### config.mk
export PLATFORM = sky130hd
export DESIGN_NAME = eth_rx_address_filter_ring_top
export DESIGN_NICKNAME = d
export VERILOG_FILES = /design/src/rtl/eth_rx_af_pkg.sv /design/src/rtl/eth_rx_af_regs.sv /design/src/rtl/eth_rx_af_match.sv /design/src/rtl/eth_rx_af_ring.sv /design/src/rtl/eth_rx_address_filter_ring_top.sv
export SDC_FILE = /design/constraint.sdc
export NUM_CORES = 1
export LEC_CHECK = 0
export ABC_AREA = 1
export BUFFER_PORTS_ARGS = -buffer_cell sky130_fd_sc_hd__buf_2
export CAP_MARGIN = 25
export CORE_AREA = 2 2 183 185
export DETAILED_ROUTE_END_ITERATION = 12
export DIE_AREA = 0 0 185 187
export GPL_TIMING_DRIVEN = 0
export PLACE_DENSITY = 0.85
export SETUP_SLACK_MARGIN = 0.15
export SYNTH_ARGS = -nofsm -noshare
export SYNTH_HDL_FRONTEND = slang
export SYNTH_SLANG_ARGS = --single-unit
### constraint.sdc
create_clock -name clk -period 10.17 [get_ports clk]
set_clock_uncertainty 0.05 [all_clocks]
set_input_delay 1.017 -clock clk [delete_from_list [all_inputs] [get_ports clk]]
set_output_delay 1.017 -clock clk [all_outputs]
set_load 0.02 [all_outputs]
### src/rtl/eth_rx_af_pkg.sv
// Shared types and constants for the receive address filter with ring head.
// No dependencies; imported by every module of the block.
package eth_rx_af_pkg;

  localparam int ADDR_W    = 48;
  localparam int STATUS_W  = 32;
  localparam int LEN_W     = 14;
  localparam int LEN_LSB   = 16;
  localparam int SLOT_W    = 5;
  localparam int CFG_IDX_W = 3;
  localparam int CNT_W     = 3;

  // Defaults for the top-level parameters
  localparam int RING_SLOTS_DEF  = 32;
  localparam int MCAST_SLOTS_DEF = 4;

  // Register map
  localparam logic [CFG_IDX_W-1:0] CFG_OWN    = 3'd0;
  localparam logic [CFG_IDX_W-1:0] CFG_BCAST  = 3'd1;
  localparam logic [CFG_IDX_W-1:0] CFG_MCNT   = 3'd2;
  localparam logic [CFG_IDX_W-1:0] CFG_MCAST0 = 3'd3;

  localparam logic [ADDR_W-1:0] OWN_RESET   = '0;
  localparam logic [ADDR_W-1:0] BCAST_RESET = '1;

  typedef struct packed {
    logic [ADDR_W-1:0]   dest_address;
    logic [STATUS_W-1:0] desc_status;
    logic [LEN_W-1:0]    buffer_len;
  } in_t;

  typedef struct packed {
    logic              accepted;
    logic [LEN_W-1:0]  frame_len;
    logic [SLOT_W-1:0] slot;
    logic              end_of_ring;
  } out_t;

  // Fixed station addresses from the register bank
  typedef struct packed {
    logic [ADDR_W-1:0] own_address;
    logic [ADDR_W-1:0] broadcast_address;
  } addr_cfg_t;

  // Ring position handed out with each descriptor
  typedef struct packed {
    logic [SLOT_W-1:0] slot;
    logic              last;
  } ring_t;

endpackage

### src/rtl/eth_rx_af_regs.sv
// Configuration register bank: station addresses and multicast table.
// Depends on eth_rx_af_pkg.
module eth_rx_af_regs #(
  parameter int MCAST_SLOTS = eth_rx_af_pkg::MCAST_SLOTS_DEF
) (
  input  logic                                 clk,
  input  logic                                 rst_n,
  input  logic                                 cfg_we,
  input  logic [eth_rx_af_pkg::CFG_IDX_W-1:0]  cfg_index,
  input  logic [eth_rx_af_pkg::ADDR_W-1:0]     cfg_wdata,
  output eth_rx_af_pkg::addr_cfg_t             addr_cfg,
  output logic [eth_rx_af_pkg::ADDR_W-1:0]     mcast_tbl [MCAST_SLOTS],
  output logic [MCAST_SLOTS-1:0]               mcast_en
);
  import eth_rx_af_pkg::*;

  addr_cfg_t         addr_cfg_r;
  logic [CNT_W-1:0]  mcast_count_r;
  logic [ADDR_W-1:0] mcast_tbl_r [MCAST_SLOTS];

  always_ff @(posedge clk) begin
    if (!rst_n) begin
      addr_cfg_r.own_address       <= OWN_RESET;
      addr_cfg_r.broadcast_address <= BCAST_RESET;
      mcast_count_r                <= '0;
    end else if (cfg_we) begin
      unique case (cfg_index)
        CFG_OWN:   addr_cfg_r.own_address       <= cfg_wdata;
        CFG_BCAST: addr_cfg_r.broadcast_address <= cfg_wdata;
        CFG_MCNT:  mcast_count_r                <= cfg_wdata[CNT_W-1:0];
        default: ;  // table entries below, others ignored
      endcase
    end
  end

  for (genvar k = 0; k < MCAST_SLOTS; k++) begin : g_tbl
    always_ff @(posedge clk) begin
      if (!rst_n) begin
        mcast_tbl_r[k] <= '0;
      end else if (cfg_we && cfg_index == CFG_MCAST0 + CFG_IDX_W'(k)) begin
        mcast_tbl_r[k] <= cfg_wdata;
      end
    end
    // count above the table size saturates naturally
    assign mcast_en[k]  = (CNT_W'(k) < mcast_count_r);
    assign mcast_tbl[k] = mcast_tbl_r[k];
  end

  assign addr_cfg = addr_cfg_r;

endmodule

### src/rtl/eth_rx_af_match.sv
// Destination compare and length cap, pure combinational.
// Depends on eth_rx_af_pkg.
module eth_rx_af_match #(
  parameter int MCAST_SLOTS = eth_rx_af_pkg::MCAST_SLOTS_DEF
) (
  input  eth_rx_af_pkg::in_t                item,
  input  eth_rx_af_pkg::addr_cfg_t          addr_cfg,
  input  logic [eth_rx_af_pkg::ADDR_W-1:0]  mcast_tbl [MCAST_SLOTS],
  input  logic [MCAST_SLOTS-1:0]            mcast_en,
  output logic                              accepted,
  output logic [eth_rx_af_pkg::LEN_W-1:0]   frame_len
);
  import eth_rx_af_pkg::*;

  logic [MCAST_SLOTS-1:0] mcast_hit;
  logic [LEN_W-1:0]       len_raw;
  logic [LEN_W-1:0]       len_cap;

  for (genvar k = 0; k < MCAST_SLOTS; k++) begin : g_cmp
    assign mcast_hit[k] = mcast_en[k] && (item.dest_address == mcast_tbl[k]);
  end

  assign accepted = (item.dest_address == addr_cfg.own_address) ||
                    (item.dest_address == addr_cfg.broadcast_address) ||
                    (|mcast_hit);

  assign len_raw   = item.desc_status[LEN_LSB +: LEN_W];
  assign len_cap   = (len_raw > item.buffer_len) ? item.buffer_len : len_raw;
  assign frame_len = accepted ? len_cap : '0;

endmodule

### src/rtl/eth_rx_af_ring.sv
// Descriptor ring head counter, wraps at RING_SLOTS.
// Depends on eth_rx_af_pkg.
module eth_rx_af_ring #(
  parameter int RING_SLOTS = eth_rx_af_pkg::RING_SLOTS_DEF
) (
  input  logic                 clk,
  input  logic                 rst_n,
  input  logic                 advance,
  output eth_rx_af_pkg::ring_t ring
);
  import eth_rx_af_pkg::*;

  localparam int HEAD_W = (RING_SLOTS > 1) ? $clog2(RING_SLOTS) : 1;
  localparam logic [HEAD_W-1:0] HEAD_LAST = HEAD_W'(RING_SLOTS - 1);

  logic [HEAD_W-1:0] head_r;
  logic [HEAD_W-1:0] head_nxt;
  logic              last;

  assign last     = (head_r == HEAD_LAST);
  assign head_nxt = last ? '0 : head_r + HEAD_W'(1);

  always_ff @(posedge clk) begin
    if (!rst_n) begin
      head_r <= '0;
    end else if (advance) begin
      head_r <= head_nxt;
    end
  end

  // slot field carries the low bits of the head
  assign ring.slot = SLOT_W'(head_r);
  assign ring.last = last;

endmodule

### src/rtl/eth_rx_address_filter_ring_top.sv
// Top level of the receive destination-address filter with ring head.
// Depends on eth_rx_af_pkg, eth_rx_af_regs, eth_rx_af_match, eth_rx_af_ring.
//
// One receive descriptor beat in, one result beat out, one beat per clock
// sustained while out_ready is high. A beat is registered at the input
// together with its ring slot, matched against own, broadcast and the
// enabled multicast entries in the following cycle, and registered at the
// output: out_valid rises when the beat moves from the input stage into the
// output register. The input stage keeps taking beats while a result waits,
// and stalls only when both stages hold data and out_ready is low. Every
// descriptor advances the ring head (wrapping at RING_SLOTS) whether or not
// the frame is accepted; dropped frames report frame_len 0. Registers are
// written through cfg_we/cfg_index/cfg_wdata, by the user only while no beats
// are in flight (the block does not enforce this); an unknown index is ignored
// and a multicast count above the table size enables the whole table.
module eth_rx_address_filter_ring_top #(
  parameter int RING_SLOTS  = eth_rx_af_pkg::RING_SLOTS_DEF,
  parameter int MCAST_SLOTS = eth_rx_af_pkg::MCAST_SLOTS_DEF
) (
  input  logic                                clk,
  input  logic                                rst_n,
  // descriptor beats
  input  logic                                in_valid,
  output logic                                in_ready,
  input  eth_rx_af_pkg::in_t                  in_data,
  // result beats
  output logic                                out_valid,
  input  logic                                out_ready,
  output eth_rx_af_pkg::out_t                 out_data,
  // register writes
  input  logic                                cfg_we,
  input  logic [eth_rx_af_pkg::CFG_IDX_W-1:0] cfg_index,
  input  logic [eth_rx_af_pkg::ADDR_W-1:0]    cfg_wdata
);
  import eth_rx_af_pkg::*;

  addr_cfg_t              addr_cfg;
  logic [ADDR_W-1:0]      mcast_tbl [MCAST_SLOTS];
  logic [MCAST_SLOTS-1:0] mcast_en;
  ring_t                  ring;

  // input stage
  logic  s1_valid_r;
  in_t   s1_data_r;
  ring_t s1_ring_r;
  // output stage
  logic  out_valid_r;
  logic  out_valid_nxt;
  out_t  out_data_r;
  out_t  out_data_nxt;

  logic       in_fire;
  logic       s1_fire;
  logic       hit;
  logic [LEN_W-1:0] len;

  eth_rx_af_regs #(.MCAST_SLOTS(MCAST_SLOTS)) u_regs (
    .clk       (clk),
    .rst_n     (rst_n),
    .cfg_we    (cfg_we),
    .cfg_index (cfg_index),
    .cfg_wdata (cfg_wdata),
    .addr_cfg  (addr_cfg),
    .mcast_tbl (mcast_tbl),
    .mcast_en  (mcast_en)
  );

  eth_rx_af_ring #(.RING_SLOTS(RING_SLOTS)) u_ring (
    .clk     (clk),
    .rst_n   (rst_n),
    .advance (in_fire),
    .ring    (ring)
  );

  eth_rx_af_match #(.MCAST_SLOTS(MCAST_SLOTS)) u_match (
    .item      (s1_data_r),
    .addr_cfg  (addr_cfg),
    .mcast_tbl (mcast_tbl),
    .mcast_en  (mcast_en),
    .accepted  (hit),
    .frame_len (len)
  );

  // output register free or draining this cycle
  assign s1_fire  = s1_valid_r && (!out_valid_r || out_ready);
  assign in_ready = !s1_valid_r || s1_fire;
  assign in_fire  = in_valid && in_ready;

  always_ff @(posedge clk) begin
    if (!rst_n) begin
      s1_valid_r <= 1'b0;
    end else if (in_ready) begin
      s1_valid_r <= in_valid;
    end
  end

  // payload, no reset needed
  always_ff @(posedge clk) begin
    if (in_fire) begin
      s1_data_r <= in_data;
      s1_ring_r <= ring;
    end
  end

  always_comb begin
    out_valid_nxt = out_valid_r;
    if (s1_fire) begin
      out_valid_nxt = 1'b1;
    end else if (out_ready) begin
      out_valid_nxt = 1'b0;
    end
    out_data_nxt.accepted    = hit;
    out_data_nxt.frame_len   = len;
    out_data_nxt.slot        = s1_ring_r.slot;
    out_data_nxt.end_of_ring = s1_ring_r.last;
  end

  always_ff @(posedge clk) begin
    if (!rst_n) begin
      out_valid_r <= 1'b0;
    end else begin
      out_valid_r <= out_valid_nxt;
    end
  end

  always_ff @(posedge clk) begin
    if (s1_fire) begin
      out_data_r <= out_data_nxt;
    end
  end

  assign out_valid = out_valid_r;
  assign out_data  = out_data_r;

  // a beat leaving the input stage always lands in the output register
  a_s1_to_out: assert property (@(posedge clk) disable iff (!rst_n)
    s1_fire |=> out_valid_r)
    else $error("input stage beat lost");

  // dropped frames never report a length
  a_drop_len: assert property (@(posedge clk) disable iff (!rst_n)
    out_valid_r && !out_data_r.accepted |-> out_data_r.frame_len == '0)
    else $error("dropped frame with nonzero length");

  // an empty input stage never back-pressures
  a_empty_ready: assert property (@(posedge clk) disable iff (!rst_n)
    !s1_valid_r |-> in_ready)
    else $error("input stalled while empty");

  // both stages full and output stalled: input must stall
  a_full_stall: assert property (@(posedge clk) disable iff (!rst_n)
    s1_valid_r && out_valid_r && !out_ready |-> !in_ready)
    else $error("input taken with both stages full");

endmodule
==> results.md <==
- Measured against its own limit, the worst slew margin works out to 36.43%.
- After layout, the worst setup slack is 6.661 ns.
- The average cell area after synthesis is approximately 9.3 um2.
- The total overflow left after global routing is 0.
- Among all cell types in the netlist, the one instantiated most often is nand2_1.
- Once layout is done, the placed cells without fillers occupy 21740 um2.
- After detailed routing, the number of remaining DRC violations is 0.
- Power spread over the standard cell area amounts to 174.1 nW/um2.
- The placed instances occupy a cell area of just over 20000 um2.
- The cell at the root of the clock tree is clkbuf_16.
- Setup repair after global routing left no endpoint under its margin.
- In this run, post-CTS repair resized a total of 0 instances.
- The period utilization is between 30% and 40%.
- The critical path goes through buf_2, clkbuf_1, clkbuf_1, clkbuf_1, o21ai_4, buf_16, buf_16.
- Ranked by total cell area, the synthesized netlist is headed by edfxtp_1, dfxtp_1, nand2_1.
- Sequential cells were found to cover between 50% and 60% of the synthesized design area.
- The clock buffer count from CTS is 42.
- From left edge to right edge, the die measures around 190 um.
- The total standard cell area after synthesis is ~19000 um2.
- The initial antenna violation count is 0.
- CTS built an H-tree with a depth of 2.
- The floorplan die height is 187 um.
- The area of the die is between 30000 and 40000 um2.
- Clock-pin slew was measured on the worst setup and hold paths at 0.06 ns.
- The I/O pin count is 173.
- The tool flagged a number of max-cap violations equal to 0.
- The starting utilization of the core area is a little under three fifths.
- At the pin with the least slew margin, the transition time is approximately 0.95 ns.
- Adding up every negative setup slack in the final design gives 0 ns.
- The cell accounting for the most synthesized area is edfxtp_1.
- The final core utilization is 66.16%.
- The flow ran to the end, and the final reports show no timing, DRC or antenna violations.
- Counting stages on the worst path, the most repeated cell is clkbuf_1.
- The repair_antennas step left the layout with diodes totalling 0.
- The pin count of the biggest net entering global routing is 47.
- The number of standard cells in the layout, taps in and fillers out is roughly 2700.
- The detailed-route wire length is 46310 um.
- The top cell type by area accounts for 47.21% of the synthesized area.
- The number of optimization iterations in the first detailed-route pass is 6.
- The final setup violation count is 0.
- The post-synthesis to final-layout area growth is 15.86%.
- The detailed-placement wirelength estimate is 32890 um.
- The number of vias after detailed routing is approximately 14000.
- The number of pins exceeding their max-slew limit in the final report was 0.
- The net count of the mapped netlist is 2192.
- The worst-skew pair later-pin latency is about 0.55 ns.
- The number of failing hold endpoints at the final stage was 0.
- For this design, the CTS-stage hold fixing added 0 buffers.
- The number of nets at the end of the flow is 2400.
- Global routing consumed, over all layers together, 27.04% of the routing resources.
- TritonCTS built the clock tree.
- The design draws 3.785 mW.
- Dividing the detail-routed wire length by the instance count gives approximately 17 um.
- Counting distinct cell types in the post-synthesis netlist gives 33.
- The cell count after placement is 2638.
- The core box area is 32860 um2.
- In the final layout, the share of cells above drive strength 1 is 13.72%.
- The startpoint class of the critical path is a primary input.
- The filler cells instantiated in the layout total roughly 2400.
- The maximum vdd drop is 0.1494 mV.
- The cell leakage power is between 9 and 10 nW.
- Based on the critical path, the design can be clocked at up to 285.0 MHz.
- The clock passes through at most 3 buffers.
- The critical path is of the primary input to flip-flop type.
- STA puts the critical path data arrival time at between 3 and 4 ns.
- The global placer's final weighted congestion is approximately 0.89.
- In this run, synthesis produced a sequential element count of 401.
- The via count of the first global-routing pass is between 10000 and 15000.
- The post-CTS setup repair buffer count is 0.
- The tree built by TritonCTS fans out to 401 sinks.
- The first global-routing pass estimated slightly above 70000 um of wire.
- The largest single stage delay on the critical path is 0.72 ns.
- After the first detailed-routing iteration, the DRC count stood at 1464.
- The minimum clock period after layout is 3.509 ns.
- In this run, synthesis inferred 295 flip-flops with an integrated enable.
- Counting flops with an async set or reset pin after synthesis yields a share of 0%.
- Buffers placed on the I/O ports in this run total 154.
- In the routed layout, each cell is associated on average with a via count of 5.317.
- After technology mapping, the gate count stands at between 2000 and 2500.
- The slowest cell on the critical path is clkbuf_1.
- The setup slack after placement is 6.212 ns.
- The Yosys step of the flow raised 0 warnings.
- The kind of end point of the critical path is a flip-flop.
- The type of the most critical hold path is flip-flop to flip-flop.
- On the final layout, the worst hold slack is ~0.38 ns.
- Of all nets on the critical path, the largest fanout is 18.
- The most used flip-flop cell after synthesis is edfxtp_1.
- The number of core rows is 67.
- STA puts the critical path data required time at 10.40 ns.
- By count the netlist is led by nand2_1, nor2_1, edfxtp_1.
- The number of routed nets with antenna violations is 0.
## flip-flops by register name (all words and copies together) (netlist names)
register              count
s1_data_r                76
out_data                 21
u_regs.addr_cfg          96
u_regs.mcast_count_r      3
u_ring.head_r             5
u_regs.mcast_tbl_r      192
out_data_nxt              6
s1_valid_r                1
out_valid                 1
## area by class of cell
type / instances / area [um2] / share of cell area, %
buffer: 98 / 545.5 / 2.509
clock buffer: 68 / 1294 / 5.950
clock inverter: 9 / 55.05 / 0.2532
inverter: 248 / 933.4 / 4.293
multi-input combinational: 1279 / 6360 / 29.25
sequential: 401 / 10980 / 50.50
tap: 448 / 560.5 / 2.578
timing repair buffer: 164 / 1013 / 4.661
## metal layers
layer / part of all wire, % / routed length (um) / global-route usage, % / vias to the layer above
li1: - / - / - / 6842
met4: 4.4 / 2034 / 12.27 / 0
met5: 0 / 0 / 0 / -
met2: 48 / 22310 / 45.59 / 697
met1: 38 / 17500 / 33.06 / 6745
met3: 9.6 / 4462 / 6.094 / 153
## power by group
part           switching (mW)  internal (mW)
combinational           0.244          0.148
sequential             0.0446           1.85
clock                   0.625          0.873
total                   0.914           2.87
## cells in the final DEF (no fill, tap or decap), types with 3 or more instances in the layout
cell,n
nand2_1,489
nor2_1,336
edfxtp_1,295
inv_1,237
buf_2,174
xnor2_1,151
dfxtp_1,106
o21ai_0,81
a21oi_1,62
clkbuf_1,58
o211ai_1,49
clkbuf_16,46
buf_4,32
nand3_1,24
nand4_1,17
ha_1,16
xor2_1,13
inv_2,10
nor2_2,9
buf_16,7
clkbuf_8,6
or2_1,5
o21ai_1,5
nor3_1,4
nand3_2,3
or2_0,3
o21ai_4,3
clkinv_2,3
## cells by family (layout without fill, tap and decap cells)
logic type / count (synthesis) / count (layout) / synth area share [%]
AO/OA/AOI/OAI: 203 / 203 / 6.094
XOR/XNOR: 164 / 164 / 7.654
adder cells (fa/ha/maj): 16 / 16 / 1.067
buffers and inverters: 346 / 587 / 7.868
flip-flops: 401 / 401 / 58.51
AND/OR/NAND/NOR: 896 / 896 / 18.80
## worst paths after layout
path         slack (ns)                 startpoint  cells after the start                                      end
max reg2reg        7.98    s1_data_r[51]$_DFFE_PP_                     11               out_data[17]$_SDFFCE_PN0P_
max                6.66                      rst_n                      7  u_regs.mcast_tbl_r[2][30]$_SDFFCE_PN0P_
min                0.38  out_data_nxt[3]$_DFFE_PP_                      0                    out_data[3]$_DFFE_PP_
min reg2reg        0.38  out_data_nxt[3]$_DFFE_PP_                      0                    out_data[3]$_DFFE_PP_
## worst max-delay path: cells and delay by family
kind,cells,cell delay [ns]
buf+inv,6,2.28
compound gates,1,0.42
Power figures use the tool's default switching activity.
